===== config.mk =====
export PLATFORM = sky130hd
export DESIGN_NAME = cpu_interrupt_recognition_top
export DESIGN_NICKNAME = d
export VERILOG_FILES = /design/src/design/cir_pkg.sv /design/src/design/cpu_interrupt_recognition_top.sv /design/src/design/cir_engine.sv
export VERILOG_INCLUDE_DIRS = /design/src /design/src/design
export SDC_FILE = /design/constraint.sdc
export NUM_CORES = 1
export LEC_CHECK = 0
export BUFFER_PORTS_ARGS = -buffer_cell sky130_fd_sc_hd__buf_2
export CORE_ASPECT_RATIO = 0.75
export CORE_MARGIN = 5
export CORE_UTILIZATION = 50
export CTS_CLUSTER_DIAMETER = 200
export CTS_CLUSTER_SIZE = 20
export DETAILED_ROUTE_END_ITERATION = 6
export PLACE_DENSITY = 0.73
export SLEW_MARGIN = 20
export SYNTH_ARGS = -nofsm -noshare
export SYNTH_HDL_FRONTEND = slang
export SYNTH_SLANG_ARGS = --single-unit
export TNS_END_PERCENT = 5

===== constraint.sdc =====
create_clock -name clock -period 3.4 [get_ports clock]
set_input_delay 0.51 -clock clock [delete_from_list [all_inputs] [get_ports clock]]
set_output_delay 0.51 -clock clock [all_outputs]
set_load 0.01 [all_outputs]

===== src/design/assert_macros.svh =====
// assertion macros shared by the rtl files
`ifndef ASSERT_MACROS_SVH
`define ASSERT_MACROS_SVH

// property holds at every clock edge outside reset
`define ASSERT_ALWAYS(name, clk, rst, prop) \
   name: assert property (@(posedge clk) disable iff (rst) (prop)) \
      else $error("%m: assertion failed");

// consequent holds in the same cycle as the antecedent
`define ASSERT_IMPLIES(name, clk, rst, ante, cons) \
   name: assert property (@(posedge clk) disable iff (rst) (ante) |-> (cons)) \
      else $error("%m: assertion failed");

// consequent holds in the cycle after the antecedent
`define ASSERT_NEXT(name, clk, rst, ante, cons) \
   name: assert property (@(posedge clk) disable iff (rst) (ante) |=> (cons)) \
      else $error("%m: assertion failed");

`endif


===== src/design/cir_pkg.sv =====
`timescale 1ns / 1ps
`default_nettype none
// ----------------------------------------------------------------------------
// cir_pkg
// types, codes and helpers for the interrupt recognition block
// ----------------------------------------------------------------------------
package cir_pkg;

   localparam logic [1:0] FUNC_TICK  = 2'd0;
   localparam logic [1:0] FUNC_CLEAR = 2'd1;
   localparam logic [1:0] FUNC_FORCE = 2'd2;

   localparam logic [1:0] KIND_NONE  = 2'd0;
   localparam logic [1:0] KIND_RESET = 2'd1;
   localparam logic [1:0] KIND_NMI   = 2'd2;
   localparam logic [1:0] KIND_IRQ   = 2'd3;

   localparam logic [2:0] ST_IDLE  = 3'd0;
   localparam logic [2:0] ST_SYNC  = 3'd1;
   localparam logic [2:0] ST_EDGE  = 3'd2;
   localparam logic [2:0] ST_PEND  = 3'd3;
   localparam logic [2:0] ST_SUBST = 3'd4;

   localparam logic [1:0] PH_T0  = 2'd1;
   localparam logic [1:0] PH_T2  = 2'd2;
   localparam logic [1:0] PH_T1F = 2'd3;

   localparam logic [15:0] VEC_RESET = 16'hFFFC;
   localparam logic [15:0] VEC_NMI   = 16'hFFFA;
   localparam logic [15:0] VEC_IRQ   = 16'hFFFE;
   localparam logic [15:0] VEC_NONE  = 16'h0000;

   typedef struct packed {
      logic [1:0] func;
      logic       nmi_pin_n;
      logic       irq_pin_n;
      logic       reset_pin_n;
      logic [1:0] timing_phase;
      logic       irq_disable;
      logic       branch_now;
      logic       page_cross_now;
      logic [1:0] clear_kind;
   } cir_item_type;

   typedef struct packed {
      logic        vector_ready;
      logic [1:0]  vector_kind;
      logic [15:0] vector_address;
      logic [2:0]  nmi_state;
      logic [2:0]  irq_state;
      logic [2:0]  rst_state;
      logic        intg_level;
      logic        resg_level;
   } cir_result_type;

   typedef struct packed {
      logic [2:0] nmi_state;
      logic [2:0] irq_state;
      logic [2:0] rst_state;
      logic       nmi_prev_asserted;
      logic       nmi_edge_seen;
      logic       nmi_edge_held;
      logic       trigger_at_t0;
      logic       trigger_at_t2;
      logic       substitution_ready;
      logic [1:0] selected_kind;
   } cir_state_type;

   function automatic logic [1:0] top_kind(input logic [2:0] rst_st,
                                           input logic [2:0] nmi_st,
                                           input logic [2:0] irq_st);
      logic [1:0] kind;
      if (rst_st >= ST_PEND) begin
         kind = KIND_RESET;
      end else if (nmi_st >= ST_PEND) begin
         kind = KIND_NMI;
      end else if (irq_st >= ST_PEND) begin
         kind = KIND_IRQ;
      end else begin
         kind = KIND_NONE;
      end
      return kind;
   endfunction

   function automatic logic [15:0] vector_of(input logic [1:0] kind);
      logic [15:0] addr;
      case (kind)
         KIND_RESET: addr = VEC_RESET;
         KIND_NMI:   addr = VEC_NMI;
         KIND_IRQ:   addr = VEC_IRQ;
         default:    addr = VEC_NONE;
      endcase
      return addr;
   endfunction

endpackage
`default_nettype wire


===== src/design/cpu_interrupt_recognition_top.sv =====
// ----------------------------------------------------------------------------
// cpu_interrupt_recognition_top: nmi, irq and reset recognition, one item a cycle unless rsp_stall holds
// an item passes the input register, then the result register loaded with the update
// throughput 1 item per cycle while rsp_stall is low, set by the recognizer state update
// reset is synchronous: all stages idle, pin history and triggers cleared
// ----------------------------------------------------------------------------
`timescale 1ns / 1ps
`default_nettype none
`include "assert_macros.svh"

module cpu_interrupt_recognition_top
   import cir_pkg::*;
(
   input  wire logic        clock,
   input  wire logic        reset,
   input  wire logic        req_valid,
   output logic             req_stall,
   input  wire logic [1:0]  req_func,
   input  wire logic        req_nmi_pin_n,
   input  wire logic        req_irq_pin_n,
   input  wire logic        req_reset_pin_n,
   input  wire logic [1:0]  req_timing_phase,
   input  wire logic        req_irq_disable,
   input  wire logic        req_branch_now,
   input  wire logic        req_page_cross_now,
   input  wire logic [1:0]  req_clear_kind,
   output logic             rsp_valid,
   input  wire logic        rsp_stall,
   output logic             rsp_vector_ready,
   output logic [1:0]       rsp_vector_kind,
   output logic [15:0]      rsp_vector_address,
   output logic [2:0]       rsp_nmi_stage_now,
   output logic [2:0]       rsp_irq_stage_now,
   output logic [2:0]       rsp_reset_stage_now,
   output logic             rsp_intg_level,
   output logic             rsp_resg_level
);

   logic           in_valid_ff;
   cir_item_type   in_item_ff;
   logic           out_valid_ff;
   cir_result_type out_ff;
   cir_result_type step_result;
   logic           out_free;
   logic           advance;
   logic           req_accept;

   assign out_free   = !out_valid_ff || !rsp_stall;
   assign advance    = in_valid_ff && out_free;
   assign req_stall  = in_valid_ff && !out_free;
   assign req_accept = req_valid && !req_stall;

   always_ff @(posedge clock) begin
      if (reset) begin
         in_valid_ff  <= 1'b0;
         out_valid_ff <= 1'b0;
      end else begin
         if (req_accept) begin
            in_valid_ff <= 1'b1;
         end else if (advance) begin
            in_valid_ff <= 1'b0;
         end
         if (advance) begin
            out_valid_ff <= 1'b1;
         end else if (!rsp_stall) begin
            out_valid_ff <= 1'b0;
         end
      end
   end

   always_ff @(posedge clock) begin
      if (req_accept) begin
         in_item_ff.func           <= req_func;
         in_item_ff.nmi_pin_n      <= req_nmi_pin_n;
         in_item_ff.irq_pin_n      <= req_irq_pin_n;
         in_item_ff.reset_pin_n    <= req_reset_pin_n;
         in_item_ff.timing_phase   <= req_timing_phase;
         in_item_ff.irq_disable    <= req_irq_disable;
         in_item_ff.branch_now     <= req_branch_now;
         in_item_ff.page_cross_now <= req_page_cross_now;
         in_item_ff.clear_kind     <= req_clear_kind;
      end
      if (advance) begin
         out_ff <= step_result;
      end
   end

   cir_engine u_engine (
      .clock  (clock),
      .reset  (reset),
      .apply  (advance),
      .item   (in_item_ff),
      .result (step_result)
   );

   assign rsp_valid           = out_valid_ff;
   assign rsp_vector_ready    = out_ff.vector_ready;
   assign rsp_vector_kind     = out_ff.vector_kind;
   assign rsp_vector_address  = out_ff.vector_address;
   assign rsp_nmi_stage_now   = out_ff.nmi_state;
   assign rsp_irq_stage_now   = out_ff.irq_state;
   assign rsp_reset_stage_now = out_ff.rst_state;
   assign rsp_intg_level      = out_ff.intg_level;
   assign rsp_resg_level      = out_ff.resg_level;

   `ASSERT_NEXT(a_stalled_item_kept, clock, reset, in_valid_ff && !out_free,
                in_valid_ff && $stable(in_item_ff))
   `ASSERT_NEXT(a_advance_shows, clock, reset, advance, out_valid_ff)

endmodule
`default_nettype wire


===== src/design/cir_engine.sv =====
`timescale 1ns / 1ps
`default_nettype none
// ----------------------------------------------------------------------------
// cir_engine
// recognizer state and its one-item update for nmi, irq and reset
// ----------------------------------------------------------------------------
`include "assert_macros.svh"

module cir_engine
   import cir_pkg::*;
(
   input  wire logic           clock,
   input  wire logic           reset,
   input  wire logic           apply,
   input  wire cir_item_type   item,
   output cir_result_type      result
);

   cir_state_type state_ff;
   cir_state_type state_in;

   logic       nmi_a;
   logic       irq_a;
   logic       rst_a;
   logic       fire;
   logic [1:0] top;

   always_comb begin
      state_in = state_ff;
      nmi_a = ~item.nmi_pin_n;
      irq_a = ~item.irq_pin_n;
      rst_a = ~item.reset_pin_n;
      fire  = 1'b0;
      top   = KIND_NONE;
      case (item.func)
         FUNC_TICK: begin
            // pin sampling and nmi assertion edge
            if (!state_in.nmi_prev_asserted && nmi_a) begin
               state_in.nmi_edge_seen = 1'b1;
            end
            state_in.nmi_prev_asserted = nmi_a;
            if (nmi_a && state_in.nmi_state == ST_IDLE) begin
               state_in.nmi_state = ST_SYNC;
            end
            if (irq_a && state_in.irq_state == ST_IDLE) begin
               state_in.irq_state = ST_SYNC;
            end
            if (rst_a && state_in.rst_state == ST_IDLE) begin
               state_in.rst_state = ST_SYNC;
            end
            // stage 1
            if (state_in.nmi_state == ST_SYNC && state_in.nmi_edge_seen) begin
               state_in.nmi_state     = ST_EDGE;
               state_in.nmi_edge_held = 1'b1;
               state_in.nmi_edge_seen = 1'b0;
            end
            if (state_in.irq_state == ST_SYNC) begin
               state_in.irq_state = (irq_a && !item.irq_disable) ? ST_EDGE : ST_IDLE;
            end
            if (state_in.rst_state == ST_SYNC && rst_a) begin
               state_in.rst_state = ST_EDGE;
            end
            // stage 2
            fire = (state_ff.trigger_at_t0 && item.timing_phase == PH_T0) ||
                   (state_ff.trigger_at_t2 && item.timing_phase == PH_T2);
            if (fire) begin
               if (state_in.nmi_state == ST_EDGE && state_in.nmi_edge_held) begin
                  state_in.nmi_state = ST_PEND;
               end
               if (state_in.irq_state == ST_EDGE && !item.irq_disable) begin
                  state_in.irq_state = ST_PEND;
               end
               if (state_in.rst_state == ST_EDGE) begin
                  state_in.rst_state = ST_PEND;
               end
            end
            // stage 3
            if (item.timing_phase == PH_T1F) begin
               top = top_kind(state_in.rst_state, state_in.nmi_state,
                              state_in.irq_state);
               if (top == KIND_RESET && state_in.rst_state == ST_PEND) begin
                  state_in.rst_state          = ST_SUBST;
                  state_in.selected_kind      = KIND_RESET;
                  state_in.substitution_ready = 1'b1;
               end else if (top == KIND_NMI && state_in.nmi_state == ST_PEND) begin
                  state_in.nmi_state          = ST_SUBST;
                  state_in.selected_kind      = KIND_NMI;
                  state_in.substitution_ready = 1'b1;
               end else if (top == KIND_IRQ && state_in.irq_state == ST_PEND) begin
                  state_in.irq_state          = ST_SUBST;
                  state_in.selected_kind      = KIND_IRQ;
                  state_in.substitution_ready = 1'b1;
               end
            end
            // demote lower priority substitutions
            top = top_kind(state_in.rst_state, state_in.nmi_state, state_in.irq_state);
            if (top != KIND_IRQ && state_in.irq_state == ST_SUBST) begin
               state_in.irq_state = ST_PEND;
            end
            if (top != KIND_NMI && state_in.nmi_state == ST_SUBST) begin
               state_in.nmi_state = ST_PEND;
            end
            // trigger for the next tick
            state_in.trigger_at_t2 = item.branch_now && !item.page_cross_now;
            state_in.trigger_at_t0 = !state_in.trigger_at_t2;
         end
         FUNC_CLEAR: begin
            case (item.clear_kind)
               KIND_RESET: state_in.rst_state = ST_IDLE;
               KIND_NMI: begin
                  state_in.nmi_state     = ST_IDLE;
                  state_in.nmi_edge_held = 1'b0;
                  state_in.nmi_edge_seen = 1'b0;
               end
               KIND_IRQ: state_in.irq_state = ST_IDLE;
               default: ;
            endcase
            state_in.substitution_ready = 1'b0;
            state_in.selected_kind      = KIND_NONE;
         end
         FUNC_FORCE: begin
            state_in.nmi_state          = ST_IDLE;
            state_in.irq_state          = ST_IDLE;
            state_in.rst_state          = ST_SUBST;
            state_in.nmi_edge_seen      = 1'b0;
            state_in.nmi_edge_held      = 1'b0;
            state_in.selected_kind      = KIND_RESET;
            state_in.substitution_ready = 1'b1;
         end
         default: ;
      endcase
   end

   always_ff @(posedge clock) begin
      if (reset) begin
         state_ff <= '0;
      end else if (apply) begin
         state_ff <= state_in;
      end
   end

   always_comb begin
      result.vector_ready   = state_in.substitution_ready;
      result.vector_kind    = state_in.selected_kind;
      result.vector_address = vector_of(state_in.selected_kind);
      result.nmi_state      = state_in.nmi_state;
      result.irq_state      = state_in.irq_state;
      result.rst_state      = state_in.rst_state;
      result.intg_level     = (state_in.nmi_state >= ST_PEND) ||
                              (state_in.irq_state >= ST_PEND);
      result.resg_level     = state_in.rst_state >= ST_PEND;
   end

   `ASSERT_ALWAYS(a_ready_kind, clock, reset,
                  state_ff.substitution_ready == (state_ff.selected_kind != KIND_NONE))
   `ASSERT_NEXT(a_force_reset, clock, reset, apply && item.func == FUNC_FORCE,
                state_ff.rst_state == ST_SUBST && state_ff.nmi_state == ST_IDLE &&
                state_ff.irq_state == ST_IDLE)
   `ASSERT_NEXT(a_hold_idle, clock, reset, !apply, $stable(state_ff))

endmodule
`default_nettype wire


==> metrics.log <==
INFO  metric outcome = complete, no violations
INFO  metric cell_internal_power = 0.894 mW
INFO  metric avgViaCountPerCell = 5.72
INFO  metric grt.total_usage = 16.7%
INFO  metric power_frac_clock = 34.2%
INFO  metric placementRows = 22
INFO  metric grt_pass1_wl = 8.71 mm
INFO  metric timing.critical_path.cells = and3b_1 > o22ai_1 > a31oi_1 > and3_1 > o21bai_1 > o211a_1 > or2_1
INFO  metric layout_commonest_cell = buf_2
INFO  metric ys_ff_latch = 47
INFO  metric final_core_utilization = 56.3%
INFO  metric hp-class = in2reg
INFO  metric ctsRootBufferMaster = clkbuf_8
INFO  metric gp_congestion = 0.913
INFO  metric finalNetCount = 298
INFO  metric worst_skew_pair.late_latency = 0.31 ns
INFO  metric clock-sinks = 47
INFO  metric worst_r2r_startpoint = in_item_ff[5]
INFO  metric antenna_violations_before_repair = 0
INFO  metric cts.repair.resized = 0
INFO  metric place.port_buffers = 46
INFO  metric initial_utilization = 50.7%
INFO  metric tritoncts = yes
INFO  metric detail_route.wirelength = 5.07 mm
INFO  metric synthesis.nets = 270
INFO  metric fin_worst_skew = 0.0117 ns
INFO  metric switchingPower = 0.282 mW
INFO  metric die_x = 90.5 um
INFO  metric timing.hold.ws = 0.371 ns
INFO  metric power_per_cell_area = 436 nW/um^2
INFO  metric maxSlewHeadroom = 34.5%
INFO  metric clkTransAtPathRegs = 0.09 ns
INFO  metric cts_hold_repair.buffers = 0
INFO  metric cp.arrival = 2.90 ns
INFO  metric power.share.combinational = 11.0%
INFO  metric cp_max_fo = 10
INFO  metric period_minus_slack = 2.84 ns
INFO  metric ant_nets = 0
INFO  metric ys.flop_type = edfxtp_1
INFO  metric synthToLayoutAreaGrowth = 11.0%
INFO  metric slowest_delay = 0.68 ns
INFO  metric synth-seq-area-share = 50.3%
INFO  metric first_iter_violations = 158
INFO  metric post-cts-setup-buffers = 0
INFO  metric slowest_cell_on_crit_path = a31oi_1
INFO  metric drcViolationCount = 0
INFO  metric power.switching_fraction = 24.0%
INFO  metric maxClockFrequency = 352 MHz
INFO  metric req_time_crit_path = 3.46 ns
INFO  metric total_vias_in_the_final_route = 1938
INFO  metric final.period_utilization = 83.6%
INFO  metric htreeDepth = 2
INFO  metric clk_path_buf_depth = 2
INFO  metric first_global_vias = 1789
INFO  metric yosysUniqueCellTypes = 54
INFO  metric globalRouteOverflowTotal = 0
INFO  metric io_pins = 48
INFO  metric critPathLaunch = in_item_ff[5]
INFO  metric max_cap_viol_count = 0
INFO  metric hold_viol_final = 0
INFO  metric most-common-layout-cells = 46 x buf_2, 28 x edfxtp_1, 26 x nor2_1
INFO  metric netlist_instances = 250
INFO  metric rsz0062_at_grt = no
INFO  metric crit_end = rsp_vector_address[14]
INFO  metric crit-reg2reg-capture = rsp_vector_address[14]
INFO  metric worst_ir_drop_vdd = 0.321 mV
INFO  metric worstMarginPinSlew = 0.980 ns
INFO  metric fp.dieArea = 6370 sq um
INFO  metric tns = 0 ns
INFO  metric yosys_warnings = 0
INFO  metric routedWlPerCell = 14.9 um
INFO  metric antenna-diode-count = 0
INFO  metric synth_enable_flop_cells = 28
INFO  metric stdcell_count = 339
INFO  metric timing_max_transition_violations_final = 0
INFO  metric critical_path.endpoint_type = flop
INFO  metric finish.instance_area = 2700 sq um
INFO  metric layout-drive-gt1-share = 21.5%
INFO  metric wl_met1 = 2.40 mm
INFO  metric placed_cells_incl_taps = 331
INFO  metric regToRegSetupSlack = 0.56 ns
INFO  metric wl_met2 = 2.24 mm
INFO  metric grt_max_degree = 20
INFO  metric top_layer_used = met4
INFO  metric place.detailed.hpwl = 3.86 mm
INFO  metric final_setup_violation_count = 0
INFO  metric floorplan.die.height = 70.4 um
INFO  metric sequential_power_share = 54.8%
INFO  metric core_area = 4790 sq um
INFO  metric average_footprint_of_a_synthesized_cell = 9.71 sq um
INFO  metric detailed_place.area = 2580 sq um
INFO  metric wl_met3 = 397 um
INFO  metric power.static_leakage = 1.12 nW
INFO  metric criticalPathCategory = reg2reg
INFO  metric ys_async_sr_fraction = 0%
INFO  metric first_pass_iters = 4
INFO  metric length_in_cells_of_the_worst_reg_to_reg_path = 7
INFO  metric cts_buffers = 5
INFO  metric timing.critical_path.from_type = flop
INFO  metric netlist_area = 2430 sq um
## area by class of cell
type | instances | area [sq um]
clock buffer | 6 | 72.6
clock inverter | 2 | 37.5
fill | 450 | 2090
inverter | 14 | 52.6
multi-input combinational | 162 | 991
sequential | 47 | 1220
tap | 60 | 75.1
timing repair buffer | 48 | 245
## cells by family after synthesis
| group | count (synthesis) | synth area share, % |
|---|---|---|
| compound gates | 81 | 23.4 |
| fa+ha+maj | 4 | 2.06 |
| buf+inv | 41 | 8.91 |
| flops | 47 | 50.3 |
| other cells | 1 | 0.154 |
| simple gates | 76 | 15.1 |
## how the worst min path moves through the flow
stage	endpoint	depth (start not counted)	slack, ns	startpoint
floorplan	u_engine.state_ff[3]	2	0.45	u_engine.state_ff[3]
global placement	rsp_valid	2	0.47	in_valid_ff
detailed placement	rsp_valid	2	0.49	in_valid_ff
CTS	in_item_ff[7]	1	0.36	req_reset_pin_n
global route	in_item_ff[5]	1	0.36	req_timing_phase[0]
finish	in_item_ff[7]	1	0.37	req_reset_pin_n
## registers in the layout (all words and copies together), names as in the netlist
name                 count
in_item_ff              12
in_valid_ff              1
rsp_intg_level           1
rsp_irq_stage_now        3
rsp_nmi_stage_now        3
rsp_reset_stage_now      3
rsp_resg_level           1
rsp_valid                1
rsp_vector_address       2
rsp_vector_kind          2
rsp_vector_ready         1
u_engine.state_ff       17
## synth_stat cells, types with 2 or more instances
cell type  number  area, sq um
and2_1          2         12.5
nor4_1          4         25.0
o211ai_1        3         22.5
a21o_1          2         15.0
nand2_1        19         71.3
buf_4          14          105
nand2b_1        4         25.0
ha_1            4         50.1
a21oi_1        21          105
o211a_1         2         20.0
and3b_1         2         17.5
o22ai_1         2         12.5
clkbuf_1       10         37.5
o21ai_1         3         15.0
inv_1          14         52.6
dfxtp_1        19          380
a31oi_1         4         25.0
a211oi_1        5         37.5
o31ai_1         3         22.5
a22oi_1         3         22.5
buf_2           2         10.0
edfxtp_1       28          841
o21bai_1        3         22.5
a2bb2oi_1       2         17.5
nor3_1          6         30.0
nor2_1         26         97.6
nor2b_1         3         18.8
o21ai_0        10         50.1
or3_1           2         12.5
and3_1          3         18.8
o311a_1         2         20.0
## metal layers
| metal | track usage [%] | vias up |
|---|---|---|
| met4 | 3.97 | 0 |
| met2 | 23.8 | 59 |
| met3 | 5.60 | 4 |
| li1 | - | 958 |
| met1 | 24.4 | 917 |
| met5 | 0 | - |
## through the flow
stage | setup WS (ns) | power (mW)
6_report | 0.559 | 1.18
2_1_floorplan | 0.773 | 0.748
3_5_place_dp | 0.597 | 0.785
4_1_cts | 0.565 | 1.19
5_1_grt | 0.381 | 1.23
3_3_place_gp | 0.694 | 0.784
## critical path, delay by kind of cell (launching register included)
family	cells	cell delay, ns
flops	1	0.43
simple gates	3	1.00
compound gates	4	1.18
## power by group through the flow
stage,Sequential (mW),Combinational (mW),Clock [mW]
2_1_floorplan,0.658,0.0900,0
3_3_place_gp,0.656,0.128,0
6_report,0.644,0.130,0.402
5_1_grt,0.648,0.144,0.438
4_1_cts,0.644,0.129,0.413
3_5_place_dp,0.658,0.128,0
No activity file was read; power rests on OpenSTA's default activity.
